===== src/hdl/cmtp_pkg.sv =====
// shared types, constants and helpers of the cue marker tag parser
package cmtp_pkg;

  localparam int CUE_SLOTS   = 5;
  localparam int LOOP_SLOTS  = 9;
  localparam int TOTAL_SLOTS = CUE_SLOTS + LOOP_SLOTS;
  localparam int SLOT_W      = $clog2(TOTAL_SLOTS + 1);

  localparam int ENTRY_PACKED = 22;
  localparam int ENTRY_PLAIN  = 19;
  localparam int CNT_W        = 5;
  localparam int HDR_LAST     = 5;
  localparam int TRL_LAST     = 3;

  localparam logic [15:0] TAG_VERSION = 16'h0205;
  localparam logic [31:0] NO_POS      = 32'h7F7F7F7F;
  localparam logic [7:0]  ABSENT_MARK = 8'h7F;

  typedef enum logic [1:0] {
    KIND_ENTRY = 2'd0,
    KIND_DONE  = 2'd1,
    KIND_ERROR = 2'd2
  } res_kind_e;

  typedef enum logic [3:0] {
    ERR_NONE     = 4'd0,
    ERR_VERSION  = 4'd1,
    ERR_COUNT    = 4'd2,
    ERR_START    = 4'd3,
    ERR_END      = 4'd4,
    ERR_FILLER   = 4'd5,
    ERR_LOCK     = 4'd6,
    ERR_SLOT     = 4'd7,
    ERR_TRUNC    = 4'd8,
    ERR_TRAILING = 4'd9,
    ERR_PAD      = 4'd10
  } err_code_e;

  typedef enum logic [1:0] {
    REG_FORMAT_MODE = 2'd0,
    REG_CUE_TYPE    = 2'd1,
    REG_LOOP_TYPE   = 2'd2
  } reg_idx_e;

  typedef struct packed {
    logic       format_mode;
    logic [7:0] cue_type_code;
    logic [7:0] loop_type_code;
  } cfg_t;

  typedef struct packed {
    res_kind_e   result_kind;
    logic [3:0]  slot_index;
    logic        has_start;
    logic [31:0] start_position;
    logic        has_end;
    logic [31:0] end_position;
    logic [23:0] marker_color;
    logic [7:0]  type_code;
    logic        locked_flag;
    logic [23:0] track_color;
    err_code_e   error_code;
  } res_t;

  // four 7-bit groups folded into 24 bits, top bits of the first byte dropped
  function automatic logic [23:0] unpack24(input logic [7:0] w, input logic [7:0] x,
                                           input logic [7:0] y, input logic [7:0] z);
    unpack24 = {w[2:0], x[6:2], x[1:0], y[6:1], y[0], z[6:0]};
  endfunction

endpackage


===== src/hdl/cue_marker_tag_parser.sv =====
// cue marker tag parser top level: stream ports, register port, parser and output buffer
//
// Bytes of a marker tag enter on the s_axis channel, one byte per transfer,
// with s_axis_tlast on the final byte of the tag. Each completed entry gives
// one result on the m_axis channel, the trailer gives a final result with the
// track color, and any fault gives one error result after which bytes are
// dropped up to and including the last byte of the tag.
// The m_axis_tuser field holds the result kind; m_axis_tdata holds the rest.
// The parser takes one byte per cycle while s_axis_tready is high; its state
// registers are updated on every transfer and the result register follows them.
// When m_axis stalls, one further result is held in a skid entry; after that
// s_axis_tready drops until the output drains.
// Reset clears the parse state to the header and the registers to packed
// layout, cue type 1 and loop type 3. Registers are written over the APB
// port at byte addresses 0, 4 and 8; they must be changed only while idle, which the block does not enforce.
module cue_marker_tag_parser
  import cmtp_pkg::*;
(
  input  logic         clk_i,
  input  logic         rst_ni,
  // stream input
  input  logic         s_axis_tvalid,
  output logic         s_axis_tready,
  input  logic [7:0]   s_axis_tdata,   // [7:0] data_byte
  input  logic         s_axis_tlast,
  // stream output
  output logic         m_axis_tvalid,
  input  logic         m_axis_tready,
  // [3:0] slot_index, [4] has_start, [36:5] start_position, [37] has_end,
  // [69:38] end_position, [93:70] marker_color, [101:94] type_code,
  // [102] locked_flag, [126:103] track_color, [130:127] error_code, rest zero
  output logic [135:0] m_axis_tdata,
  output logic [1:0]   m_axis_tuser,   // [1:0] result_kind
  // register port
  input  logic         psel,
  input  logic         penable,
  input  logic         pwrite,
  input  logic [3:0]   paddr,
  input  logic [31:0]  pwdata,
  output logic [31:0]  prdata,
  output logic         pready
);

  cfg_t  cfg_q;
  logic  advance;
  logic  res_valid, buf_ready;
  res_t  res, out_res;

  assign pready = 1'b1;

  always_ff @(posedge clk_i or negedge rst_ni) begin
    if (!rst_ni) begin
      cfg_q.format_mode    <= 1'b0;
      cfg_q.cue_type_code  <= 8'd1;
      cfg_q.loop_type_code <= 8'd3;
    end else if (psel && penable && pwrite && pready) begin
      unique case (reg_idx_e'(paddr[3:2]))
        REG_FORMAT_MODE: cfg_q.format_mode    <= pwdata[0];
        REG_CUE_TYPE:    cfg_q.cue_type_code  <= pwdata[7:0];
        REG_LOOP_TYPE:   cfg_q.loop_type_code <= pwdata[7:0];
        default: ;
      endcase
    end
  end

  always_comb begin
    unique case (reg_idx_e'(paddr[3:2]))
      REG_FORMAT_MODE: prdata = {31'd0, cfg_q.format_mode};
      REG_CUE_TYPE:    prdata = {24'd0, cfg_q.cue_type_code};
      REG_LOOP_TYPE:   prdata = {24'd0, cfg_q.loop_type_code};
      default:         prdata = '0;
    endcase
  end

  assign s_axis_tready = buf_ready;
  assign advance       = s_axis_tvalid && buf_ready;

  cmtp_parser u_parser (
    .clk_i       (clk_i),
    .rst_ni      (rst_ni),
    .cfg_i       (cfg_q),
    .advance_i   (advance),
    .data_byte_i (s_axis_tdata),
    .last_byte_i (s_axis_tlast),
    .res_valid_o (res_valid),
    .res_o       (res)
  );

  cmtp_out_buf u_out_buf (
    .clk_i       (clk_i),
    .rst_ni      (rst_ni),
    .in_valid_i  (res_valid),
    .in_data_i   (res),
    .in_ready_o  (buf_ready),
    .out_valid_o (m_axis_tvalid),
    .out_data_o  (out_res),
    .out_ready_i (m_axis_tready)
  );

  assign m_axis_tuser = out_res.result_kind;
  assign m_axis_tdata = {5'd0, out_res.error_code, out_res.track_color, out_res.locked_flag,
                         out_res.type_code, out_res.marker_color, out_res.end_position,
                         out_res.has_end, out_res.start_position, out_res.has_start,
                         out_res.slot_index};

  a_out_kind_valid: assert property (@(posedge clk_i) disable iff (!rst_ni)
    m_axis_tvalid |-> (m_axis_tuser == KIND_ENTRY || m_axis_tuser == KIND_DONE ||
                       m_axis_tuser == KIND_ERROR))
    else $error("output carries an unused result kind");

  a_err_code_only_on_error: assert property (@(posedge clk_i) disable iff (!rst_ni)
    m_axis_tvalid && out_res.result_kind != KIND_ERROR |-> out_res.error_code == ERR_NONE)
    else $error("error code set on a non-error result");

endmodule


===== src/hdl/cmtp_parser.sv =====
// tag parsing state and per-byte decode of header, entries and trailer
module cmtp_parser
  import cmtp_pkg::*;
(
  input  logic       clk_i,
  input  logic       rst_ni,
  input  cfg_t       cfg_i,
  input  logic       advance_i,
  input  logic [7:0] data_byte_i,
  input  logic       last_byte_i,
  output logic       res_valid_o,
  output res_t       res_o
);

  typedef enum logic [2:0] {
    PH_HEADER  = 3'd0,
    PH_ENTRY   = 3'd1,
    PH_TRAILER = 3'd2,
    PH_DONE    = 3'd3,
    PH_SKIP    = 3'd4
  } phase_e;

  phase_e              phase_q, phase_d;
  logic [CNT_W-1:0]    cnt_q, cnt_d;
  logic [SLOT_W-1:0]   slot_q, slot_d;
  logic [31:0]         shift_q, shift_d;
  logic [7:0]          ent_q [ENTRY_PACKED];
  logic [7:0]          ev [ENTRY_PACKED];

  logic [31:0]       shift_in;
  logic [CNT_W:0]    entry_size;
  logic [SLOT_W-1:0] slot_nx;
  logic [31:0]       rs, re;
  logic [7:0]        typ, lock;
  logic              hs, he, lock_bad, start_bad, end_bad, filler_bad, slot_bad;
  logic [31:0]       sp, ep;
  logic [23:0]       col, tc;
  logic              err, restart;
  err_code_e         ecode;
  logic              res_v;
  res_t              res;

  // entry bytes with the current byte already in place
  always_comb begin
    for (int i = 0; i < ENTRY_PACKED; i++) begin
      ev[i] = (cnt_q == CNT_W'(i)) ? data_byte_i : ent_q[i];
    end
  end

  always_comb begin
    shift_in   = {shift_q[23:0], data_byte_i};
    entry_size = cfg_i.format_mode ? (CNT_W+1)'(ENTRY_PLAIN) : (CNT_W+1)'(ENTRY_PACKED);
    slot_nx    = slot_q + 1'b1;
    rs         = {ev[1], ev[2], ev[3], ev[4]};
    re         = {ev[6], ev[7], ev[8], ev[9]};
    if (!cfg_i.format_mode) begin
      typ        = ev[20];
      lock       = ev[21];
      hs         = ev[0] != ABSENT_MARK;
      he         = ev[5] != ABSENT_MARK;
      start_bad  = !hs && (rs != NO_POS);
      end_bad    = !he && (re != NO_POS);
      filler_bad = ev[10] != 8'h00;
      sp         = hs ? {8'h00, unpack24(ev[1], ev[2], ev[3], ev[4])} : NO_POS;
      ep         = he ? {8'h00, unpack24(ev[6], ev[7], ev[8], ev[9])} : NO_POS;
      col        = unpack24(ev[16], ev[17], ev[18], ev[19]);
      tc         = unpack24(shift_in[31:24], shift_in[23:16], shift_in[15:8], shift_in[7:0]);
    end else begin
      typ        = ev[17];
      lock       = ev[18];
      hs         = 1'b1;
      he         = ev[17] == cfg_i.loop_type_code;
      start_bad  = 1'b0;
      end_bad    = 1'b0;
      filler_bad = ev[8] != 8'h00;
      sp         = {ev[0], ev[1], ev[2], ev[3]};
      ep         = {ev[4], ev[5], ev[6], ev[7]};
      col        = {ev[14], ev[15], ev[16]};
      tc         = shift_in[23:0];
    end
    lock_bad = (lock != 8'h00) && (typ != cfg_i.loop_type_code);
    slot_bad = (slot_q < SLOT_W'(CUE_SLOTS)) ? (typ != cfg_i.cue_type_code)
                                             : (typ != cfg_i.loop_type_code);
  end

  always_comb begin
    phase_d = phase_q;
    cnt_d   = cnt_q;
    slot_d  = slot_q;
    shift_d = shift_q;
    err     = 1'b0;
    ecode   = ERR_NONE;
    restart = 1'b0;
    res_v   = 1'b0;
    res     = '0;

    unique case (phase_q)
      PH_SKIP: begin
        if (last_byte_i) restart = 1'b1;
      end
      PH_HEADER: begin
        shift_d = shift_in;
        if (cnt_q == CNT_W'(1) && shift_in[15:0] != TAG_VERSION) begin
          err   = 1'b1;
          ecode = ERR_VERSION;
        end else if (cnt_q >= CNT_W'(HDR_LAST)) begin
          if (shift_in != 32'(TOTAL_SLOTS)) begin
            err   = 1'b1;
            ecode = ERR_COUNT;
          end else begin
            cnt_d   = '0;
            slot_d  = '0;
            phase_d = PH_ENTRY;
            if (last_byte_i) begin
              err   = 1'b1;
              ecode = ERR_TRUNC;
            end
          end
        end else if (last_byte_i) begin
          err   = 1'b1;
          ecode = (cnt_q == '0) ? ERR_VERSION : ERR_COUNT;
        end else begin
          cnt_d = cnt_q + 1'b1;
        end
      end
      PH_ENTRY: begin
        if ({1'b0, cnt_q} + 1'b1 < entry_size) begin
          if (last_byte_i) begin
            err   = 1'b1;
            ecode = ERR_TRUNC;
          end else begin
            cnt_d = cnt_q + 1'b1;
          end
        end else begin
          // fault order: lock, start, end, filler, slot type
          priority if (lock_bad) begin
            err   = 1'b1;
            ecode = ERR_LOCK;
          end else if (start_bad) begin
            err   = 1'b1;
            ecode = ERR_START;
          end else if (end_bad) begin
            err   = 1'b1;
            ecode = ERR_END;
          end else if (filler_bad) begin
            err   = 1'b1;
            ecode = ERR_FILLER;
          end else if (slot_bad) begin
            err   = 1'b1;
            ecode = ERR_SLOT;
          end else begin
            res_v              = 1'b1;
            res.result_kind    = KIND_ENTRY;
            res.slot_index     = 4'(slot_q);
            res.has_start      = hs;
            res.start_position = sp;
            res.has_end        = he;
            res.end_position   = ep;
            res.marker_color   = col;
            res.type_code      = typ;
            res.locked_flag    = lock != 8'h00;
            slot_d             = slot_nx;
            cnt_d              = '0;
            if (slot_nx >= SLOT_W'(TOTAL_SLOTS)) begin
              phase_d = PH_TRAILER;
              shift_d = '0;
            end
            if (last_byte_i) begin
              err   = 1'b1;
              ecode = ERR_TRUNC;
            end
          end
        end
      end
      PH_TRAILER: begin
        shift_d = shift_in;
        if (cfg_i.format_mode && cnt_q == '0 && data_byte_i != 8'h00) begin
          err   = 1'b1;
          ecode = ERR_PAD;
        end else if (cnt_q >= CNT_W'(TRL_LAST)) begin
          if (last_byte_i) begin
            res_v           = 1'b1;
            res.result_kind = KIND_DONE;
            res.track_color = tc;
            restart         = 1'b1;
          end else begin
            phase_d = PH_DONE;
          end
        end else if (last_byte_i) begin
          err   = 1'b1;
          ecode = ERR_TRUNC;
        end else begin
          cnt_d = cnt_q + 1'b1;
        end
      end
      PH_DONE: begin
        err   = 1'b1;
        ecode = ERR_TRAILING;
      end
      default: begin
        restart = 1'b1;
      end
    endcase

    if (err) begin
      res_v           = 1'b1;
      res             = '0;
      res.result_kind = KIND_ERROR;
      res.error_code  = ecode;
      if (last_byte_i) restart = 1'b1;
      else phase_d = PH_SKIP;
    end
    if (restart) begin
      phase_d = PH_HEADER;
      cnt_d   = '0;
      slot_d  = '0;
      shift_d = '0;
    end
  end

  always_ff @(posedge clk_i or negedge rst_ni) begin
    if (!rst_ni) begin
      phase_q <= PH_HEADER;
      cnt_q   <= '0;
      slot_q  <= '0;
      shift_q <= '0;
    end else if (advance_i) begin
      phase_q <= phase_d;
      cnt_q   <= cnt_d;
      slot_q  <= slot_d;
      shift_q <= shift_d;
    end
  end

  always_ff @(posedge clk_i) begin
    if (advance_i && phase_q == PH_ENTRY && cnt_q < CNT_W'(ENTRY_PACKED)) begin
      ent_q[cnt_q] <= data_byte_i;
    end
  end

  assign res_valid_o = advance_i && res_v;
  assign res_o       = res;

  a_err_not_last_skips: assert property (@(posedge clk_i) disable iff (!rst_ni)
    res_valid_o && res_o.result_kind == KIND_ERROR && !last_byte_i |=> phase_q == PH_SKIP)
    else $error("error on a non-last byte did not enter skip");

  a_slot_in_range: assert property (@(posedge clk_i) disable iff (!rst_ni)
    slot_q <= SLOT_W'(TOTAL_SLOTS))
    else $error("slot counter past the table");

  a_entry_cnt_range: assert property (@(posedge clk_i) disable iff (!rst_ni)
    phase_q == PH_ENTRY |-> cnt_q < CNT_W'(ENTRY_PACKED))
    else $error("entry byte counter past the largest entry");

  a_last_ends_tag: assert property (@(posedge clk_i) disable iff (!rst_ni)
    advance_i && last_byte_i |=> phase_q == PH_HEADER && cnt_q == '0)
    else $error("last byte did not restart the header");

endmodule


===== src/hdl/cmtp_out_buf.sv =====
// result register with one skid entry toward the output stream
module cmtp_out_buf
  import cmtp_pkg::*;
(
  input  logic clk_i,
  input  logic rst_ni,
  input  logic in_valid_i,
  input  res_t in_data_i,
  output logic in_ready_o,
  output logic out_valid_o,
  output res_t out_data_o,
  input  logic out_ready_i
);

  logic out_v_q, skid_v_q;
  res_t out_q, skid_q;

  always_ff @(posedge clk_i or negedge rst_ni) begin
    if (!rst_ni) begin
      out_v_q  <= 1'b0;
      skid_v_q <= 1'b0;
    end else if (out_ready_i || !out_v_q) begin
      if (skid_v_q) begin
        out_v_q  <= 1'b1;
        skid_v_q <= 1'b0;
      end else begin
        out_v_q <= in_valid_i;
      end
    end else if (in_valid_i) begin
      skid_v_q <= 1'b1;
    end
  end

  always_ff @(posedge clk_i) begin
    if (out_ready_i || !out_v_q) begin
      out_q <= skid_v_q ? skid_q : in_data_i;
    end else if (in_valid_i) begin
      skid_q <= in_data_i;
    end
  end

  assign in_ready_o  = !skid_v_q;
  assign out_valid_o = out_v_q;
  assign out_data_o  = out_q;

  a_skid_behind_out: assert property (@(posedge clk_i) disable iff (!rst_ni)
    skid_v_q |-> out_v_q)
    else $error("skid entry held with empty output register");

  a_no_write_when_full: assert property (@(posedge clk_i) disable iff (!rst_ni)
    skid_v_q |-> !in_valid_i)
    else $error("result offered while skid entry is full");

endmodule


===== config.mk =====
export PLATFORM = sky130hd
export DESIGN_NAME = cue_marker_tag_parser
export DESIGN_NICKNAME = d
export VERILOG_FILES = /design/src/hdl/cmtp_pkg.sv /design/src/hdl/cue_marker_tag_parser.sv /design/src/hdl/cmtp_parser.sv /design/src/hdl/cmtp_out_buf.sv
export SDC_FILE = /design/constraint.sdc
export NUM_CORES = 1
export LEC_CHECK = 0
export BUFFER_PORTS_ARGS = -buffer_cell sky130_fd_sc_hd__buf_2
export CORE_MARGIN = 3
export CORE_UTILIZATION = 45
export CTS_BUF_LIST = sky130_fd_sc_hd__clkbuf_2
export CTS_CLUSTER_SIZE = 24
export DETAILED_ROUTE_END_ITERATION = 8
export HOLD_SLACK_MARGIN = 0.1
export PLACE_DENSITY = 0.69
export SYNTH_ARGS = -nofsm -noshare
export SYNTH_HDL_FRONTEND = slang
export SYNTH_HIERARCHICAL = 1
export SYNTH_SLANG_ARGS = --single-unit
export TNS_END_PERCENT = 10

===== constraint.sdc =====
create_clock -name clk_i -period 14.6 [get_ports clk_i]
set_input_delay 0.73 -clock clk_i [delete_from_list [all_inputs] [get_ports clk_i]]
set_output_delay 0.73 -clock clk_i [all_outputs]
set_load 0.01 [all_outputs]

After elaboration in Yosys (flattened, before gate mapping)
Memory sizes are Yosys's and may differ from the RTL's.
Cells that the tools add are included.
- bits in writable memories: 176
- input bits: 52
- register bits after elaboration: 321
- output and inout bits: 173
- memories kept: 1
- word-level logic and storage cells: 279
- memories (name ; words ; bits a word ; rd ports ; clocked after memory_dff ; write ports ; line ; RTL):
    u_parser.ent_q ; 22 ; 8 ; 19 ; 0 ; 1 ; cmtp_parser.sv:27 ; logic [7:0] ent_q [ENTRY_PACKED];
- reductions and logical operators: 37
- order comparisons: 6
- bitwise gates (word level): 1
- multiplexer cells: 149
- eq/ne operators: 51
- add/sub/neg operators: 3
- operator list (operator ; count):
    $mux 105 ; 5
    $mux 24 ; 14
    $mux 133 ; 2
    $mux 103 ; 2
    $mux 8 ; 20
    $mux 4 ; 23
    $mux 5 ; 13
    $mux 32 ; 2
    $ne 32x31->1 const B ; 2
    $mux 31 ; 2
    $mux 3 ; 17
    $pmux 24 s2 ; 1
    $mux 1 ; 35
    $ne 32x4->1 const B ; 1
    $reduce_bool 8->1 ; 4
    $eq 5x5->1 const B ; 6
    $eq 5x4->1 const B ; 5
    $pmux 8 s3 ; 1
    $reduce_and 11->1 ; 2
    $eq 5x3->1 const B ; 4
    $ne 4x4->1 const B ; 5
    $ne 16x10->1 const B ; 1
    $ne 8x7->1 const B ; 2
    $ne 8x8->1 ; 2
    45 further kinds ; 76

Longest topological paths before layout
- word-level depth: 16
- gate-level depth with buffers: 17
- gate-level depth less buffers: 12

Hierarchy
The synthesis kept the hierarchy.
- by module, submodules not included (module ; times used ; area each (um^2) ; cells each):
    cmtp_parser ; 1 ; 11138.2 ; 1044
    cmtp_out_buf ; 1 ; 9863.2 ; 423
    cue_marker_tag_parser ; 1 ; 1013.5 ; 85

Worst setup path before layout
OpenSTA, ideal clock, no wires.
- path kind: input port to flip-flop
- start point: in m_axis_tready
- end point: reg u_out_buf/skid_q[0] (netlist name), enable pin
- stages: 2
- arrival time: 10.313 ns
- path buffers: 0
- required time: 13.273 ns
- library setup time: 1.327 ns
- path slack: 2.960 ns
- cells stage by stage: nand2b_1 -> nor2_1
- cells in the longest elaborated chain, start to end: 3
- ends and longest elaborated chain (what ; line ; RTL):
    from (decl) ; cue_marker_tag_parser.sv:28 ; input logic m_axis_tready,
    $logic_or 1x1->1 ; cmtp_out_buf.sv:35 ; if (out_ready_i || !out_v_q) begin
    $not 1->1 (no source line) ; n/a ;
    $reduce_and 2->1 (no source line) ; n/a ;
    to (signal assigned) ; cmtp_out_buf.sv:38 ; skid_q <= in_data_i;
    to (decl) ; cmtp_out_buf.sv:16 ; res_t out_q, skid_q;
Every way passes these cells.
A chain may end at the register's enable or synchronous reset.

==> metrics.md <==
| Metric | Value |
|---|---|
| DP Wirelength | 32.48 mm |
| Drt wl/cell | 20.82 µm |
| Async S/R FF share, synth | 0.1165 |
| Yosys reg bits | 472 |
| Setup_tns | 0 ns |
| All-Layer GR Usage | 0.2007 |
| Vias in the first global route | 14120 |
| Worst setup SP type | flip-flop |
| Grt ovf | 0 |
| Initial antenna violation count | 1 |
| Min Tclk post-route | 6.512 ns |
| Min-delay worst type | input port to flip-flop |
| DR vias | 14120 |
| Slew Limit Fails | 0 |
| Setup Viol. Count Final | 0 |
| First-pass GRT wire length | 80.25 mm |
| Synthesized area | 22010 µm² |
| CTS max path bufs | 3 |
| Cells after Synth | 1552 |
| Root buf cell | clkbuf_2 |
| DRC viols | 0 |
| Critical Path Start | u_parser/cnt_q[1]$_DFFE_PN0P_ |
| Largest net degree at the start of global routing | 74 |
| Die X | 227.2 µm |
| Most frequent cells in the layout | edfxtp_1, clkbuf_2, buf_2, mux2_2, mux2i_1 |
| Leak | 0.009473 µW |
| HP Start | s_axis_tdata[2] |
| Final-report hold violation count | 0 |
| Syn. warnings | 6 |
| RR Startpoint | u_parser/cnt_q[1]$_DFFE_PN0P_ |
| DRT iter0 DRCs | 1077 |
| Worst EP arrival | 7.52 ns |
| Worst slew pin tran | 1.298 ns |
| DP Area | 23230 µm² |
| Design area | 24610 µm² |
| WP data required | 15.60 ns |
| Crit end category | flip-flop |
| Nets | 1844 |
| Pwr per Cell Area | 151.3 nW/µm² |
| Routability cong. | 0.8661 |
| Core ar. | 48050 µm² |
| P&R area growth vs syn | 11.77% |
| Unrepaired setup endpoints after global routing | no |
| CP max FO | 59 |
| Initial Utilization | 0.4582 |
| EDFF count, synth | 417 |
| Die height | 227.2 µm |
| Crit path cell chain | inv_1, ha_1, nand4bb_1, a32oi_1, a21oi_1, nor4b_1, and4_1, mux2i_1, or4_2, buf_4, a221oi_1, mux2_2 |
| CTS tree | done |
| Die area | 51610 µm² |
| Rel. slew slack | 0.1282 |
| Num Clock Sinks | 472 |
| Worst path max stage delay | 1.11 ns |
| Clock Latency Late Sink | 1.15 ns |
| H-tree depth | 3 |
| Row count | 80 |
| Via density per instance | 5.645 |
| Highest clock rate | 0.1536 GHz |
| Max rail drop VDD | 90.56 µV |
| I/O pin cnt | 225 |
| CTS buffer count | 120 |
| CP max-delay cell | or4_2 |
| Delay-heaviest family, CP | simple AND/OR/NAND/NOR gates |
| Post-synthesis sequential area ratio | 0.6315 |
| Critical path buffers and inverters | 2 |
| Status | finished clean |
| Post-CTS Setup Bufs | 0 |
| Post-route clock period utilization | 0.4460 |
| FILL cells | 4125 |
| Post-route ant nets | 0 |
| DRT Wirelength | 52.07 mm |
| Post-synthesis cell type count | 78 |
| Number of max-cap violations | 0 |
| Commonest non-fill, non-tap cell in the layout | edfxtp_1 |
| Synth Flop Type | edfxtp_1 |
| TritonRoute pass-1 iters | 5 |
| Syn_area_per_cell | 14.18 µm² |
| Clock-pin slew on the worst setup and hold paths | 0.09 ns |
| Kind of critical path | flip-flop to flip-flop |
| Layout cell share with drive strength beyond 1 | 0.3174 |
| Port bufs | 168 |
| Worst Skew | 0.1125 ns |
| CTS resizes | 0 |
[Yosys cell counts (16+ instances only)]
master,count,share of area
a211oi_1,63,0.021
a21oi_1,46,0.010
a221oi_1,25,0.0099
a22o_1,32,0.013
and2_1,21,0.0060
and3_1,29,0.0082
buf_2,19,0.0043
buf_4,38,0.013
clkbuf_1,73,0.012
dfrtp_1,52,0.059
edfxtp_1,417,0.57
inv_1,26,0.0044
mux2_2,113,0.058
mux2_4,48,0.033
mux2i_1,105,0.048
nand2_1,41,0.0070
nand3_1,21,0.0048
nor2_1,98,0.017
nor2b_1,25,0.0071
nor3_1,22,0.0050
nor4_1,22,0.0063
o21ai_0,16,0.0036
[stage by stage]
step           instances    util  power (µW)  setup slack (ns)  hold slack [ns]
2_1_floorplan       1580       -        2541             2.960           0.4344
3_3_place_gp        2251  0.4835        2834             8.243           0.4838
3_5_place_dp        2251  0.4835        2850             8.169           0.4911
4_1_cts             2499  0.5120        3768             8.130           0.1080
5_1_grt             2501  0.5121        3946             7.644           0.1233
6_report            2501  0.5121        3723             8.088           0.2080
[worst reg2reg max path, stage by stage (launching register included)]
cell,delay [ns]
dfrtp_1,0.49
inv_1,0.14
ha_1,0.36
nand4bb_1,0.83
a32oi_1,0.82
a21oi_1,0.14
nor4b_1,0.31
and4_1,0.38
mux2i_1,0.28
or4_2,1.11
buf_4,0.49
a221oi_1,0.76
mux2_2,0.28
[what timing repair did]
| action | CTS | global route |
|---|---|---|
| endpoints found under the hold margin | 145 | 0 |
| setup endpoints to repair | 0 | 0 |
| hold buffers | 25 | 0 |
[metal layers]
metal | wire [µm] | part of all wire | global-route usage
met4 | 1169 | 0.022 | 0.08057
met3 | 3243 | 0.062 | 0.04449
met5 | 0 | 0 | 0
met2 | 24720 | 0.47 | 0.3193
met1 | 22940 | 0.44 | 0.2699
[sequential cells by signal, summed over array words and instances, names as in the netlist]
| name | count |
|---|---|
| u_parser/cnt_q | 5 |
| cfg_q | 17 |
| u_parser/ent_q | 151 |
| u_out_buf/out_valid_o | 1 |
| u_parser/slot_q | 4 |
| u_out_buf/skid_v_q | 1 |
| u_parser/phase_q | 3 |
| u_out_buf/out_data_o | 133 |
| u_out_buf/skid_q | 133 |
| u_parser/shift_q | 24 |
[logic make-up after synthesis]
| group | after synthesis | share of synthesized area |
|---|---|---|
| DFF | 472 | 0.6315 |
| and+or+nand+nor | 361 | 0.09207 |
| muxes | 266 | 0.1383 |
| AOI/OAI and AO/OA | 263 | 0.08917 |
| buffers and inverters | 170 | 0.03995 |
| adders and majority gates | 9 | 0.005115 |
| xor gates and xnor gates | 9 | 0.003581 |
| other | 2 | 0.0003411 |
[final timing paths]
path / to / slack, ns / cells past startpoint
worst min register to register: u_parser/shift_q[22]$_DFFE_PN0P_ / 0.52 / 1
worst min-delay path: u_parser/ent_q[16][2]$_DFFE_PP_ / 0.21 / 2
worst max-delay path: u_out_buf/out_data_o[61]$_DFFE_PP_ / 8.09 / 12
min in group asynchronous: u_parser/cnt_q[0]$_DFFE_PN0P_ / 0.29 / 3
worst max register to register: u_out_buf/out_data_o[61]$_DFFE_PP_ / 8.09 / 12
max in group asynchronous: cfg_q[16]$_DFFE_PN0P_ / 13.69 / 3
[power breakdown]
group,switching (µW),internal [µW]
clock network,535,362
registers,130,1710
logic,596,385
total,1260,2460
[layout make-up]
cell class	count	area, µm²	area share
repair buffers	224	1324	0.05380
clock buffers	189	945.9	0.03844
diodes	2	5.005	0.0002034
flip-flops and latches	472	13910	0.5653
multi-input cells	938	7378	0.2999
inverters	27	101.3	0.004119
well taps	615	769.5	0.03127
clock inverters	34	172.7	0.007017
Power figures use the tool's default switching activity.
